$ cat src/prbt_ram.sv
// ----------------------------------------------------------------------------
// prbt_ram
// Generic single-port-write, single-port-read synchronous RAM with a
// registered read that updates only when a read is enabled.
// ----------------------------------------------------------------------------
module prbt_ram #(
   parameter int WIDTH = 8,
   parameter int DEPTH = 16,
   localparam int AW = (DEPTH > 1) ? $clog2(DEPTH) : 1
) (
   input  logic             clock,
   input  logic             wr_en,
   input  logic [AW-1:0]    wr_addr,
   input  logic [WIDTH-1:0] wr_data,
   input  logic             rd_en,
   input  logic [AW-1:0]    rd_addr,
   output logic [WIDTH-1:0] rd_data
);

   logic [WIDTH-1:0] mem [DEPTH];
   logic [WIDTH-1:0] rd_data_ff;

   always_ff @(posedge clock) begin
      if (wr_en) begin
         mem[wr_addr] <= wr_data;
      end
      if (rd_en) begin
         rd_data_ff <= mem[rd_addr];
      end
   end

   assign rd_data = rd_data_ff;

endmodule

$ cat config.mk
export PLATFORM = sky130hd
export DESIGN_NAME = prbt_ram
export DESIGN_NICKNAME = d
export VERILOG_FILES = /design/src/prbt_ram.sv
export SDC_FILE = /design/constraint.sdc
export NUM_CORES = 1
export LEC_CHECK = 0
export ABC_AREA = 1
export BUFFER_PORTS_ARGS = -buffer_cell sky130_fd_sc_hd__buf_2
export CAP_MARGIN = 10
export CELL_PAD_IN_SITES_DETAIL_PLACEMENT = 1
export CELL_PAD_IN_SITES_GLOBAL_PLACEMENT = 1
export CORE_UTILIZATION = 30
export DETAILED_ROUTE_END_ITERATION = 6
export PLACE_DENSITY_LB_ADDON = 0.12
export SLEW_MARGIN = 40
export SYNTH_ARGS = -nofsm -noshare
export SYNTH_HDL_FRONTEND = slang
export SYNTH_SLANG_ARGS = --single-unit
$ cat constraint.sdc
create_clock -name clock -period 3.2 [get_ports clock]
set_input_delay 0.16 -clock clock [delete_from_list [all_inputs] [get_ports clock]]
set_output_delay 0.16 -clock clock [all_outputs]
set_load 0.01 [all_outputs]
==> flow_results.xml <==
<?xml version="1.0" encoding="UTF-8"?>
<metrics>
  <group name="critical_path">
    <metric name="critical-path-slowest-cell" unit="">sky130_fd_sc_hd__inv_2</metric>
    <metric name="timing.critical_path.fanout_max" unit="">31</metric>
    <metric name="crit-reg2reg-launch" unit="">mem[7][6]</metric>
    <metric name="cp_data_arrival_time" unit="ns">1.55</metric>
    <metric name="classification_of_the_worst_setup_path" unit="">input port to register</metric>
    <metric name="cp_slowest_stage_delay" unit="ns">0.43</metric>
    <metric name="timing.critical_path.cells" unit="">buf_2 -&gt; inv_2 -&gt; buf_4 -&gt; nand2_1 -&gt; nand3_1 -&gt; nand3_1 -&gt; nand3_1 -&gt; nand2_1</metric>
    <metric name="critPathRequiredTime" unit="ns">3.37</metric>
    <metric name="ff2ff_setup_slack" unit="ns">1.96</metric>
    <metric name="worst_setup_path_start_kind" unit="">input port</metric>
    <metric name="timing.rr.end" unit="">rd_data[6]</metric>
    <metric name="worst_path_most_repeated_cell" unit="">sky130_fd_sc_hd__nand3_1</metric>
    <metric name="r2r_cells" unit="">6</metric>
    <metric name="worst_setup_path_end_kind" unit="">register</metric>
  </group>
  <group name="synth">
    <metric name="cell_types_with_the_largest_area_share_after_synthesis" unit="">sky130_fd_sc_hd__edfxtp_1 (70%), sky130_fd_sc_hd__nand2_1 (11%), sky130_fd_sc_hd__nand3_1 (8.3%)</metric>
    <metric name="area_fraction_of_the_dominant_cell_type_after_synthesis" unit="">0.698</metric>
    <metric name="seq_area_frac_synth" unit="">0.698</metric>
    <metric name="async_reset_ff_frac" unit="">0</metric>
    <metric name="synth_commonest_cells" unit="">sky130_fd_sc_hd__nand2_1 (173), sky130_fd_sc_hd__edfxtp_1 (136), sky130_fd_sc_hd__inv_1 (100)</metric>
    <metric name="synth.ff_latch_count" unit="">136</metric>
    <metric name="synth_cells" unit="">551</metric>
    <metric name="synth.lib_cells_used.distinct" unit="">11</metric>
    <metric name="synth_warnings" unit="">0</metric>
    <metric name="netlist_area" unit="mm^2">0.00585</metric>
    <metric name="synth-edff-count" unit="">136</metric>
    <metric name="avgSynthCellArea" unit="um^2">10.6</metric>
    <metric name="netlist.top_cell.by_area" unit="">sky130_fd_sc_hd__edfxtp_1</metric>
    <metric name="syn-num-nets" unit="">570</metric>
    <metric name="synth.most_common_cell" unit="">sky130_fd_sc_hd__nand2_1</metric>
    <metric name="synth_flop_cell" unit="">sky130_fd_sc_hd__edfxtp_1</metric>
  </group>
  <group name="layout">
    <metric name="share_of_cells_above_drive_strength_1" unit="">0.112</metric>
    <metric name="area_growth" unit="%">15.6</metric>
    <metric name="finalNetCount" unit="">595</metric>
    <metric name="fillCellCount" unit="">2139</metric>
    <metric name="final_area" unit="mm^2">0.00676</metric>
  </group>
  <group name="die">
    <metric name="core-area" unit="mm^2">0.0189</metric>
    <metric name="io_pins" unit="">27</metric>
    <metric name="die_area" unit="mm^2">0.0201</metric>
    <metric name="rows" unit="">50</metric>
    <metric name="floorplan.die.height" unit="um">142</metric>
    <metric name="dieWidth" unit="um">142</metric>
    <metric name="initial_utilization" unit="">0.309</metric>
  </group>
  <group name="global_route">
    <metric name="first_pass_grt_wire_length" unit="um">23100</metric>
    <metric name="track_usage" unit="">0.165</metric>
    <metric name="globalRouteOverflowTotal" unit="">0</metric>
    <metric name="number_of_antenna_violations_at_the_first_check_in_global_routing" unit="">0</metric>
    <metric name="first_global_vias" unit="">3795</metric>
    <metric name="largest_net_degree_at_the_start_of_global_routing" unit="">65</metric>
  </group>
  <group name="sta">
    <metric name="worst_hold_slack" unit="ns">0.119</metric>
    <metric name="final-max-slew-violation-count" unit="">0</metric>
    <metric name="fmaxAchievable" unit="MHz">726</metric>
    <metric name="tightest_slew" unit="ns">0.788</metric>
    <metric name="count_of_endpoints_failing_hold_in_the_final_timing_report" unit="">0</metric>
    <metric name="timing.final.crit_share" unit="">0.431</metric>
    <metric name="slew_headroom" unit="">0.473</metric>
    <metric name="min_period" unit="ns">1.38</metric>
    <metric name="grt_setup_unrepaired" unit="">no</metric>
    <metric name="setup_slack" unit="ns">1.82</metric>
    <metric name="skew" unit="ns">0.00883</metric>
    <metric name="setup-tns-final" unit="ns">0</metric>
    <metric name="setup_viol" unit="">0</metric>
  </group>
  <group name="min_path">
    <metric name="hold-path-endpoint" unit="">rd_data[1]</metric>
    <metric name="worstHoldPathCells" unit="">1</metric>
    <metric name="hold_path.startpoint" unit="">rd_en</metric>
    <metric name="hold_path.class" unit="">input port to register</metric>
  </group>
  <group name="route">
    <metric name="initial_drc_count" unit="">197</metric>
    <metric name="detailedRoute.firstPassIterationCount" unit="">4</metric>
    <metric name="via_per_inst" unit="">4.42</metric>
    <metric name="wl_met2" unit="um">7320</metric>
    <metric name="detail_route.wirelength" unit="um">15200</metric>
    <metric name="ant_nets" unit="">0</metric>
    <metric name="wl_per_cell" unit="um">17.9</metric>
    <metric name="maxUsedRoutingLayer" unit="">met4</metric>
    <metric name="met1_wire_length" unit="um">7330</metric>
    <metric name="drcViolationCount" unit="">0</metric>
    <metric name="dr_total_vias" unit="">3763</metric>
    <metric name="met3_wire_len" unit="um">434</metric>
  </group>
  <group name="pwr">
    <metric name="vdd_drop_max" unit="mV">0.383</metric>
    <metric name="total_leakage_power" unit="nW">2.83</metric>
    <metric name="power.density" unit="mW/mm^2">619</metric>
    <metric name="finalPower" unit="mW">4.18</metric>
  </group>
  <group name="clocking">
    <metric name="cts.sinks" unit="">136</metric>
    <metric name="clock_path_buffers" unit="">2</metric>
    <metric name="cts-hold-fix-buffers" unit="">0</metric>
    <metric name="worst_setup_hold_path_clk_slew" unit="ns">0.06</metric>
    <metric name="clock-root-buffer" unit="">sky130_fd_sc_hd__clkbuf_16</metric>
    <metric name="number_of_buffers_created_by_cts" unit="">17</metric>
    <metric name="post_cts.resized_instances" unit="">0</metric>
    <metric name="htree_levels" unit="">4</metric>
    <metric name="cts_tree" unit="">built</metric>
    <metric name="clkLatencyLatePin" unit="ns">0.42</metric>
    <metric name="postCtsSetupRepairBufs" unit="">0</metric>
  </group>
  <group name="placed_design">
    <metric name="port_buffers" unit="">26</metric>
    <metric name="detailed_place.area" unit="mm^2">0.00617</metric>
    <metric name="dp_slack" unit="ns">1.32</metric>
    <metric name="place_hpwl" unit="um">9480</metric>
    <metric name="gp_congestion" unit="">0.725</metric>
  </group>
  <group name="flow_run">
    <metric name="drv.max_cap_violation_count" unit="">0</metric>
  </group>
  <group name="run_status">
    <metric name="status" unit="">completed</metric>
  </group>
</metrics>
state kept, by name (all words and copies together), names as in the netlist:
name,count
mem,128
rd_data,8
per-stage QoR:
stage                     utilization  std cells
final                           0.358        851
after global routing            0.357        849
after CTS                       0.357        849
after detailed placement        0.327        817
after global placement          0.326        817
after floorplan                     -        551
layer usage:
layer  GRT usage  vias up
met5           0        -
met4      0.0509        0
met3      0.0402       11
met2       0.267       54
met1       0.218     1860
li1            -     1838
final cells by class:
type	count	area, um^2	area share
tap	260	325	0.0481
inverter	102	383	0.0566
antenna	2	5.00	0.000740
sequential	136	4080	0.604
clock buffer	19	433	0.0641
timing repair buffer	30	160	0.0237
clock inverter	13	135	0.0200
multi-input combinational	289	1230	0.183
worst max-delay path: cells and delay by family:
kind | cells | cell delay (ns)
buffers and inverters | 3 | 0.87
AND/OR/NAND/NOR | 5 | 0.50
placed cells by master, fill, tap and decap left out:
cell type	synthesis	layout
sky130_fd_sc_hd__buf_2	13	26
sky130_fd_sc_hd__buf_4	4	4
sky130_fd_sc_hd__bufinv_16	0	3
sky130_fd_sc_hd__clkbuf_1	0	2
sky130_fd_sc_hd__clkbuf_16	0	17
sky130_fd_sc_hd__clkinv_1	0	4
sky130_fd_sc_hd__clkinv_2	0	6
sky130_fd_sc_hd__diode_2	0	2
sky130_fd_sc_hd__edfxtp_1	136	136
sky130_fd_sc_hd__inv_1	100	100
sky130_fd_sc_hd__inv_2	2	2
sky130_fd_sc_hd__nand2_1	173	173
sky130_fd_sc_hd__nand3_1	97	97
sky130_fd_sc_hd__nand3b_1	2	2
sky130_fd_sc_hd__nor2_1	17	9
sky130_fd_sc_hd__nor2_2	0	8
power by group:
part           switching [mW]  leakage [nW]  internal, mW
sequential             0.0106          1.24          2.01
combinational           0.182          1.31        0.0630
clock                   0.716         0.284          1.20
worst max path at each step:
| stage | start | end | slack (ns) | cells after the start |
|---|---|---|---|---|
| 6_report | rd_addr[0] | rd_data[2] | 1.82 | 8 |
| 5_1_grt | rd_addr[0] | rd_data[4] | 1.72 | 8 |
| 4_1_cts | rd_addr[0] | rd_data[2] | 1.76 | 8 |
| 3_5_place_dp | rd_addr[0] | rd_data[2] | 1.32 | 8 |
| 3_3_place_gp | rd_addr[0] | rd_data[2] | 1.34 | 8 |
| 2_1_floorplan | wr_addr[2] | mem[10][0] | 2.09 | 2 |
kinds of logic (layout without fill, tap and decap cells):
kind of cell           count (synthesis)  in the layout  share of synthesized area
buffers and inverters                126            164                     0.0939
flip-flops                           136            136                      0.698
other                                  0              2                          0
AND/OR/NAND/NOR                      289            289                      0.208
No activity file was read; power rests on OpenSTA's default activity.
