**config.mk**
```make
export PLATFORM = sky130hd
export DESIGN_NAME = prbt_prefix
export DESIGN_NICKNAME = d
export VERILOG_FILES = /design/src/prbt_pkg.sv /design/src/prbt_prefix.sv
export SDC_FILE = /design/constraint.sdc
export NUM_CORES = 1
export LEC_CHECK = 0
export ABC_AREA = 1
export BUFFER_PORTS_ARGS = -buffer_cell sky130_fd_sc_hd__buf_4
export CAP_MARGIN = 20
export CORE_ASPECT_RATIO = 0.6
export CORE_MARGIN = 1
export CORE_UTILIZATION = 33
export DETAILED_ROUTE_END_ITERATION = 8
export GPL_ROUTABILITY_DRIVEN = 0
export PLACE_DENSITY_LB_ADDON = 0.08
export SLEW_MARGIN = 0
export SYNTH_ARGS = -nofsm -noshare
export SYNTH_HDL_FRONTEND = slang
export SYNTH_SLANG_ARGS = --single-unit
```
**constraint.sdc**
```tcl
create_clock -name vclk -period 3.87
set_clock_uncertainty 0.15 [all_clocks]
set_input_delay 0.1935 -clock vclk [all_inputs]
set_output_delay 0.1935 -clock vclk [all_outputs]
set_load 0.01 [all_outputs]
```
**src/prbt_pkg.sv**
```systemverilog
// ----------------------------------------------------------------------------
// prbt_pkg
// Shared constants for the prefix bucket routing table: default widths,
// operation codes and result status codes.
// ----------------------------------------------------------------------------
package prbt_pkg;

   localparam int DEF_KEY_BITS   = 64;
   localparam int DEF_VALUE_BITS = 32;

   localparam int OP_BITS     = 3;
   localparam int STATUS_BITS = 3;
   localparam int IDX_BITS    = 7;

   // operation codes
   localparam logic [OP_BITS-1:0] OP_INSERT     = 3'd0;
   localparam logic [OP_BITS-1:0] OP_REMOVE_KV  = 3'd1;
   localparam logic [OP_BITS-1:0] OP_REMOVE_KEY = 3'd2;
   localparam logic [OP_BITS-1:0] OP_LOOKUP     = 3'd3;
   localparam logic [OP_BITS-1:0] OP_HEAD       = 3'd4;

   // result status codes
   localparam logic [STATUS_BITS-1:0] STATUS_OK        = 3'd0;
   localparam logic [STATUS_BITS-1:0] STATUS_REJECT    = 3'd1;
   localparam logic [STATUS_BITS-1:0] STATUS_SELF      = 3'd2;
   localparam logic [STATUS_BITS-1:0] STATUS_EMPTY     = 3'd3;
   localparam logic [STATUS_BITS-1:0] STATUS_BAD_INDEX = 3'd4;

endpackage

```
**src/prbt_prefix.sv**
```systemverilog
// ----------------------------------------------------------------------------
// prbt_prefix
// Common-prefix length of two keys, counted from the most significant bit,
// plus an equality flag.
// ----------------------------------------------------------------------------
module prbt_prefix #(
   parameter int KEY_BITS = prbt_pkg::DEF_KEY_BITS,
   localparam int CW = $clog2(KEY_BITS + 1)
) (
   input  logic [KEY_BITS-1:0] key_a,
   input  logic [KEY_BITS-1:0] key_b,
   output logic [CW-1:0]       prefix_len,
   output logic                equal
);

   logic [KEY_BITS-1:0] diff;

   assign diff  = key_a ^ key_b;
   assign equal = (diff == '0);

   // highest differing bit wins
   always_comb begin
      prefix_len = CW'(KEY_BITS);
      for (int i = 0; i < KEY_BITS; i++) begin
         if (diff[i]) begin
            prefix_len = CW'(KEY_BITS - 1 - i);
         end
      end
   end

endmodule

```
==> out/qor.csv, run 1 <==
metric;value;unit
status;complete, but fails checks;
failing checks;DRC, setup timing;
die height;59.4;um
sw frac;0.411;
Final period util;1.06;
max-slew violation count;0;
number of global-route vias before repair;1676;
Core Area;5180;sq um
Overall Power;0.384;mW
Ports;136;
Cell Int Power;0.226;mW
highest clock rate;245;MHz
post-DR vias/cell;4.11;
critical path fanouts, max;2;
Slowest cell on crit path;xnor2_1;
P&R area growth vs syn;65.0;%
commonest non-fill, non-tap cell in the layout;buf_4;
DR pass1 iterations;6;
DRC;22;
Gate Count Post-Synth;246;
sequential area share after synthesis;0;
Finish-stage setup viols;1;
sequential cell count;0;
CP dominant cell by count;nand2_1;
Peak VDD IR;0.0000602;V
PortBufs;136;
drt wl/cell;9.88;um
final wirelength;4500;um
GRT overflow;0;
relative slew slack;0.801;
slowest stage delay, CP;200;ps
DRT iter0 DRCs;64;
first-pass GRT wire length;7330;um
Die ar.;5810;sq um
Pleak;1.48;nW
Critical Path AT;3740;ps
Worst Path Required;3530;ps
diodes inserted;0;
commonest cells after routing, fill and taps aside;buf_4, nand2_1, nor2_1;
Die X-Extent;97.7;um
Tot GR Track Use;0.154;
fin nets;519;
fillcell total;483;
CP Buf/Inv Count;2;
initial antenna violation count;0;
critical path's top delay family;simple AND/OR/NAND/NOR gates;
clock network fraction of total power;0;
# rows;20;
CP Launch Type;input port;
final hold vios;0;
FF+latch area;0;sq um
crit end category;output pin;
post-route ant nets;0;
Sequential Power Share;0;
yosys warns;0;
Worst Max-Slew Pin Slew;296;ps
minimum clock period;4090;ps
syn nets;374;
hold_ws;611;ps
PnR worst setup slack;-218;ps
layout cell share with drive strength beyond 1;0.504;
Avg Inst Size Synth;7.37;sq um
RSZ-0062 raised after global routing;yes;
Cell Area, Synth;1810;sq um
HP Class;input port to output pin;
largest net degree at the start of global routing;4;
combinational share of power;1.000;
Pwr Density;128;nW/um^2
Worst Setup Path Type;input port to output pin;
sw power;0.158;mW
vias post-DR;1868;
clock buffer count;0;
max capacitance violation total;0;
Yosys cell types;14;
post-detail-place hpwl;4100;um
Starting Density;0.350;
-- synth_stat cells --
cell type,instances,area share
xnor2_4,19,0.29
xnor2_1,19,0.092
nand2_1,119,0.25
xnor2_2,24,0.22
a21oi_1,2,0.0055
a21boi_0,1,0.0041
o31ai_1,1,0.0041
nor2_1,44,0.091
o21ai_0,1,0.0028
a31oi_1,5,0.017
o21bai_1,3,0.012
inv_1,6,0.012
a21oi_2,1,0.0048
a21boi_1,1,0.0041
-- final timing paths --
path	cells past startpoint	end	from	slack (ps)
min	5	prefix_len[0]	key_a[63]	610
max	64	prefix_len[0]	key_b[2]	-220
-- power by group through the flow --
stage | sequential [mW] | clock [mW] | combinational [mW]
final | 0 | 0 | 0.384
after global routing | 0 | 0 | 0.425
after CTS | 0 | 0 | 0.386
after detailed placement | 0 | 0 | 0.380
after global placement | 0 | 0 | 0.376
after floorplan | 0 | 0 | 0.205
-- layer usage --
| metal | track usage | wire (um) |
|---|---|---|
| met5 | 0 | 0 |
| met4 | 0 | 0 |
| met3 | 0.0212 | 375 |
| met2 | 0.251 | 1910 |
| met1 | 0.228 | 2210 |
-- metrics by stage --
step           instance area, sq um  setup WS (ps)  std cells  setup TNS (ps)  utilization
4_1_cts                        2980           -224        455            -224        0.575
3_5_place_dp                   2960           -202        453            -202        0.571
6_report                       2990           -218        455            -218        0.578
3_3_place_gp                   2960           -173        453            -173        0.571
2_1_floorplan                  1810            345        246               0            -
5_1_grt                        2990           -901        455            -901        0.578
-- kinds of logic (layout without fill, tap and decap cells) --
| logic type | Yosys count | after routing | synth area share |
|---|---|---|---|
| xor gates and xnor gates | 62 | 62 | 0.595 |
| and+or+nand+nor | 163 | 163 | 0.337 |
| AOI/OAI and AO/OA | 15 | 15 | 0.0552 |
| buffers and inverters | 6 | 149 | 0.0124 |
-- area by class of cell --
cell class	instances	area (sq um)	area share
timing repair buffer	143	1080	0.362
multi-input combinational	240	1800	0.603
tap	66	82.6	0.0276
inverter	6	22.5	0.00752
-- timing repair --
item | in CTS | in global routing
gates resized for setup | 7 | 5
setup endpoints to repair | 1 | 1
pin swaps | 4 | 4
hold buffers | 0 | 0
buffers inserted | 2 | 0
No activity file was read; power rests on OpenSTA's default activity.
==> run 2, diff against run 1 <==
BUFFER_PORTS_ARGS = unset   (was -buffer_cell sky130_fd_sc_hd__buf_4)
DONT_BUFFER_PORTS = 1   (was unset)
==> out/qor.csv, run 2 (synthesized netlist as in run 1, its figures left out) <==
metric;value;unit
status;complete, but fails checks;
failing checks;DRC, setup timing;
Worst Path Required;3530;ps
PnR worst setup slack;-24.4;ps
DRT iter0 DRCs;50;
fin nets;383;
minimum clock period;3890;ps
P&R area growth vs syn;12.7;%
post-route ant nets;0;
diodes inserted;0;
PortBufs;0;
drt wl/cell;10.9;um
crit end category;output pin;
post-detail-place hpwl;3150;um
Finish-stage setup viols;1;
Starting Density;0.350;
Core Area;5180;sq um
Sequential Power Share;0;
DRC;22;
post-DR vias/cell;4.39;
vias post-DR;1399;
commonest non-fill, non-tap cell in the layout;nand2_1;
highest clock rate;257;MHz
Slowest cell on crit path;a21oi_2;
DR pass1 iterations;6;
max-slew violation count;0;
CP dominant cell by count;nand2_1;
Cell Int Power;0.146;mW
die height;59.4;um
combinational share of power;1.000;
largest net degree at the start of global routing;4;
sw power;0.0990;mW
Die X-Extent;97.7;um
first-pass GRT wire length;5370;um
GRT overflow;0;
commonest cells after routing, fill and taps aside;nand2_1, nor2_1, xnor2_2;
Critical Path AT;3550;ps
dpl ws;-81.0;ps
Peak VDD IR;0.0000410;V
final hold vios;0;
RSZ-0062 raised after global routing;yes;
clock network fraction of total power;0;
Final period util;1.01;
# rows;20;
critical path fanouts, max;2;
Worst Max-Slew Pin Slew;438;ps
sw frac;0.403;
final wirelength;3480;um
max capacitance violation total;0;
slowest stage delay, CP;180;ps
FF+latch area;0;sq um
setup_tns;-24.4;ps
number of global-route vias before repair;1253;
sequential cell count;0;
Pwr Density;120;nW/um^2
Die ar.;5810;sq um
relative slew slack;0.705;
Tot GR Track Use;0.111;
Worst Setup Path Type;input port to output pin;
CP Launch Type;input port;
clock buffer count;0;
Ports;136;
HP Class;input port to output pin;
initial antenna violation count;0;
Pleak;0.855;nW
layout cell share with drive strength beyond 1;0.249;
cts hold-fix bufs;0;
[run 2: cell count changes in the layout (fill, tap and decap cells not counted)]
| cell | change |
|---|---|
| nand2_2 | -3 |
| buf_6 | -3 |
| nand2_1 | -2 |
| clkinv_8 | +3 |
| buf_4 | -133 |
| nand2_4 | +5 |
| xnor2_1 | -1 |
| inv_2 | -4 |
| inv_8 | +1 |
| xnor2_2 | +1 |
[run 2: per-layer routing]
layer | vias up | global-route usage | share of wire
met4 | 0 | 0 | 0
met5 | - | 0 | 0
met1 | 549 | 0.169 | 0.49
li1 | 770 | - | -
met3 | 0 | 0.0130 | 0.087
met2 | 80 | 0.177 | 0.42
[run 2: through the flow]
step,total power [mW],instances,area [sq um],utilization,hold WS [ps]
6_report,0.245,319,2040,0.395,399
5_1_grt,0.276,319,2040,0.395,432
4_1_cts,0.243,319,1970,0.380,403
3_5_place_dp,0.236,316,1930,0.372,403
3_3_place_gp,0.236,316,1930,0.372,396
2_1_floorplan,0.205,246,1810,-,388
[run 2: final cells by class]
class	instances	area, sq um
repair buffers	7	52.6
fillers	546	3140
well taps	66	82.6
inverters	6	67.6
multi-input cells	240	1840
[run 2: power by group through the flow]
stage / clock network (mW) / logic [mW] / registers (mW)
after global placement: 0 / 0.236 / 0
after floorplan: 0 / 0.205 / 0
after detailed placement: 0 / 0.236 / 0
final: 0 / 0.245 / 0
after global routing: 0 / 0.276 / 0
after CTS: 0 / 0.243 / 0
[run 2: timing repair]
action / 4_1_cts / 5_1_grt
resized for setup: 11 / 22
endpoints found under the setup margin: 1 / 1
pin swaps: 7 / 7
setup buffers: 3 / 0
[run 2: path summary, 6_finish.rpt]
check	startpoint	to	slack [ps]	cells after the start
setup / recovery	key_a[0]	prefix_len[0]	-20	65
hold / removal	key_a[63]	prefix_len[0]	400	3
[run 2: worst max-delay path: cells and delay by family]
kind	cells	cell delay, ps
and+or+nand+nor	63	3100
buffers and inverters	1	20
AOI/OAI and AO/OA	1	180
